$ cat src/sv/mrt_pkg.sv
// Memory region type table: shared types, constants and codes.
// Used by every file of the block; depends on nothing.
package mrt_pkg;

    localparam int MAX_REGIONS = 32;
    localparam int IDX_W       = (MAX_REGIONS > 1) ? $clog2(MAX_REGIONS) : 1;
    localparam int CNT_W       = $clog2(MAX_REGIONS + 1);
    localparam int ADDR_W      = 64;
    localparam int KIND_W      = 2;

    localparam logic [ADDR_W-1:0] LOW_WIN_FIRST = ADDR_W'(640 * 1024);
    localparam logic [ADDR_W-1:0] LOW_WIN_LAST  = ADDR_W'(1024 * 1024);

    localparam logic [KIND_W-1:0] KIND_UNKNOWN  = 2'd0;
    localparam logic [KIND_W-1:0] KIND_RESERVED = 2'd2;
    localparam logic [KIND_W-1:0] KIND_ACPI     = 2'd3;

    typedef enum logic [1:0] {
        MODE_INSERT = 2'd0,
        MODE_LOOKUP = 2'd1,
        MODE_CLEAR  = 2'd2
    } mode_t;

    typedef enum logic [1:0] {
        S_IDLE,
        S_INSERT,
        S_LOOKUP,
        S_DONE
    } state_t;

    typedef struct packed {
        logic [ADDR_W-1:0] start_addr;
        logic [ADDR_W-1:0] end_addr;
        logic [KIND_W-1:0] kind;
    } entry_t;

    typedef struct packed {
        logic capture;
        logic ins_begin;
        logic lkp_begin;
        logic ins_step;
        logic lkp_step;
        logic load_out;
    } cmd_t;

    typedef struct packed {
        logic go_insert;
        logic go_lookup;
        logic step_done;
        logic out_free;
    } status_t;

endpackage

$ cat src/sv/mrt_ctrl.sv
// Memory region type table controller: state machine that sequences insert and lookup scans.
// Drives mrt_datapath through mrt_pkg::cmd_t; depends on mrt_pkg.
module mrt_ctrl (
    input  logic              clk,
    input  logic              rst_n,
    input  logic              req_valid,
    output logic              req_ready,
    input  mrt_pkg::status_t  st,
    output mrt_pkg::cmd_t     cmd
);

    mrt_pkg::state_t state_reg, state_next;

    always_comb
    begin
        state_next = state_reg;
        case (state_reg)
            mrt_pkg::S_IDLE:
            begin
                if (req_valid)
                begin
                    if (st.go_insert)
                    begin
                        state_next = mrt_pkg::S_INSERT;
                    end
                    else if (st.go_lookup)
                    begin
                        state_next = mrt_pkg::S_LOOKUP;
                    end
                    else
                    begin
                        state_next = mrt_pkg::S_DONE;
                    end
                end
            end
            mrt_pkg::S_INSERT,
            mrt_pkg::S_LOOKUP:
            begin
                if (st.step_done)
                begin
                    state_next = mrt_pkg::S_DONE;
                end
            end
            mrt_pkg::S_DONE:
            begin
                if (st.out_free)
                begin
                    state_next = mrt_pkg::S_IDLE;
                end
            end
            default:
            begin
                state_next = mrt_pkg::S_IDLE;
            end
        endcase
    end

    always_comb
    begin
        cmd       = '0;
        req_ready = 1'b0;
        case (state_reg)
            mrt_pkg::S_IDLE:
            begin
                req_ready     = 1'b1;
                cmd.capture   = req_valid;
                cmd.ins_begin = req_valid && st.go_insert;
                cmd.lkp_begin = req_valid && !st.go_insert && st.go_lookup;
            end
            mrt_pkg::S_INSERT:
            begin
                cmd.ins_step = 1'b1;
            end
            mrt_pkg::S_LOOKUP:
            begin
                cmd.lkp_step = 1'b1;
            end
            mrt_pkg::S_DONE:
            begin
                cmd.load_out = st.out_free;
            end
            default:
            begin
                cmd = '0;
            end
        endcase
    end

    always_ff @(posedge clk or negedge rst_n)
    begin
        if (!rst_n)
        begin
            state_reg <= mrt_pkg::S_IDLE;
        end
        else
        begin
            state_reg <= state_next;
        end
    end

endmodule

$ cat config.mk
export PLATFORM = sky130hd
export DESIGN_NAME = mrt_ctrl
export DESIGN_NICKNAME = d
export VERILOG_FILES = /design/src/sv/mrt_pkg.sv /design/src/sv/mrt_ctrl.sv
export SDC_FILE = /design/constraint.sdc
export NUM_CORES = 1
export LEC_CHECK = 0
export BUFFER_PORTS_ARGS = -buffer_cell sky130_fd_sc_hd__buf_2
export CELL_PAD_IN_SITES_DETAIL_PLACEMENT = 0
export CELL_PAD_IN_SITES_GLOBAL_PLACEMENT = 1
export CORE_AREA = 2 2 39 41
export DETAILED_ROUTE_END_ITERATION = 10
export DIE_AREA = 0 0 41 43
export PLACE_DENSITY = 0.47
export SYNTH_ARGS = -nofsm -noshare
export SYNTH_HDL_FRONTEND = slang
export SYNTH_SLANG_ARGS = --single-unit
export TNS_END_PERCENT = 20
$ cat constraint.sdc
create_clock -name clk -period 3.96 [get_ports clk]
set_clock_uncertainty 0.1 [all_clocks]
set_input_delay 0.198 -clock clk [delete_from_list [all_inputs] [get_ports clk]]
set_output_delay 0.198 -clock clk [all_outputs]
set_load 0.01 [all_outputs]
==> results.yml <==
clocking:
  insertion_delay_ps: 220
  postCtsSetupBuffers: 0
  cts_tree: "done"
  cts_root_buffer: "clkbuf_4"
  h-tree-depth: 1
  cts_made_buffers: 3
  cts_sinks: 2
  clkTransAtPathRegs_ps: 30
  clk_path_buf_depth: 2
  cts_resized: 0
setup_path:
  cp_top_family: "compound AO/OA/AOI/OAI gates"
  critPathRequiredTime_ps: 3960
  endpoint_kind: "flop"
  slowest_delay_ps: 500
  path_cells: "inv_1, ha_1, a222oi_1, mux2_1"
  worstPathMaxFanout: 7
  cp-start-kind: "flop"
  arrival_ps: 1830
  worstSetupPathType: "flop to flop"
  critPathBufInv: 1
  crit_path_top_delay_cell: "a222oi_1"
cells_and_area:
  final_cell_mix: "buf_2, inv_1, ha_1"
  final_cells: 55
  n_antenna_cell: 0
  fin_nets: 52
  largest_reg_flops: 2
  syn2layout_area_growth_pct: 58.39
  drive_gt1_share_pct: 46.15
  layout_commonest_cell: "buf_2"
drt:
  drt_iter0_drc: 6
  wl_met1_um: 236
  drc: 0
  top_layer: "met3"
  viasPerCell: 3.745
  drt-pass1-iter-count: 4
  drtAntennaViolNets: 0
  wl_met3_um: 55
  route.met2.wl_um: 206
  routed-via-count: 206
  wl_um: 499
  wl_per_cell_um: 9.073
floorplan:
  die_w_um: 41
  dieHeight_um: 43
  rows: 14
  dieArea_um2: 1763
  io_pins: 14
  core-area_um2: 1384
  initial_core_util_pct: 14.56
sta:
  max_freq_ghz: 0.5459
  timing.setup.tns_ps: 0
  finalSetupViolCount: 0
  worst_slew_pin_slew_ps: 446.8
  slew_headroom_pct: 70.22
  final_hold_viol_count: 0
  min_period_over_period_pct: 46.26
  drv_slew: 0
  fin_crit_ps: 1832
  rsz0062_at_grt: "no"
  layout_setup_ws_ps: 2128
synth:
  yosysSeqAreaShare_pct: 24.84
  syn_inst: 22
  syn-num-nets: 33
  syn_area_per_cell_um2: 9.157
  synth.distinct_cells: 12
  synth_top_area_share_pct: 24.84
  netlist_area_um2: 201.4
  yosys.area.top_type: "dfrtp_1"
  ys.warnings.count: 0
  synth_area_leaders: "dfrtp_1, ha_1, inv_1, mux2i_1, mux2_1"
  synth-seq-cells: 2
run_status:
  status: "complete, no violations"
global_route:
  grt_util_all_layers_pct: 7.538
  grt_max_degree: 8
  antenna_found_initial: 0
  grt_pass1_vias: 215
  grt_pass1_wl_um: 800
  overflow: 0
placed_design:
  gp_congestion: 0.6860
  post-place-ws_ps: 2107
  placed_cells_incl_taps: 51
  hpwl_um: 387.4
  io_buffers: 13
job:
  drv_cap: 0
pwr:
  p_per_area_nw_per_um2: 717.9
  total_power_mw: 0.2290
  p_leak_nw: 0.2013
  vdd_drop_max_mv: 0.3177
hold_path:
  hold_path.class: "input port to async pin"
stage by stage:
step                      utilization (%)  hold slack [ps]  instance area, um2
after floorplan                         -           -197.6               201.4
after global placement              20.71           -118.1               286.5
after CTS                           23.06            172.9               319.1
after global routing                23.06            167.4               319.1
after detailed placement            20.71           -115.6               286.5
final                               23.06            193.7               319.1
layout make-up:
cell class	count	area, um2
multi-input combinational	14	128.9
tap	16	20.02
timing repair buffer	14	75.07
fill	155	1065
sequential	2	50.05
inverter	6	22.52
clock buffer	3	22.52
power by group:
group          total [mW]  internal (mW)  switching, mW
Clock              0.0454         0.0335         0.0119
Combinational       0.142         0.0681         0.0734
Sequential         0.0421         0.0327        0.00942
Total               0.229          0.134         0.0948
what timing repair did:
item / 4_1_cts / 5_1_grt
endpoints found under the setup margin: 0 / 0
hold buffers: 1 / 0
endpoints found under the hold margin: 2 / 0
metal layers:
metal,track usage [%],up-vias
li1,-,107
met3,3.141,0
met1,9.032,85
met5,0,-
met2,8.125,14
met4,10.00,0
logic make-up (layout without fill, tap and decap cells):
kind of cell | after synthesis | after routing | share of synthesized area (%)
compound gates | 2 | 2 | 8.077
fa+ha+maj | 4 | 4 | 24.85
buf+inv | 6 | 23 | 11.18
flops | 2 | 2 | 24.85
mux | 3 | 3 | 15.53
simple gates | 5 | 5 | 15.53
cell usage after synthesis:
cell	n
and3_1	1
a222oi_1	1
mux2_1	1
nor2_1	1
and2_2	1
a31oi_1	1
inv_1	6
mux2i_1	2
and2_1	1
ha_1	4
and3_2	1
dfrtp_1	2
final timing paths:
check                                         start                       end  slack, ps  cells after the start
max                        state_reg[0]$_DFFE_PN0P_  state_reg[0]$_DFFE_PN0P_       2130                      4
min                                           rst_n  state_reg[0]$_DFFE_PN0P_        190                      2
max reg2reg                state_reg[0]$_DFFE_PN0P_  state_reg[0]$_DFFE_PN0P_       2130                      4
min reg2reg                state_reg[0]$_DFFE_PN0P_  state_reg[0]$_DFFE_PN0P_        460                      1
max in group asynchronous                     rst_n  state_reg[1]$_DFFE_PN0P_       3470                      2
min in group clk                              st[3]  state_reg[1]$_DFFE_PN0P_        280                      4
(Power assumes the default switching activity.)
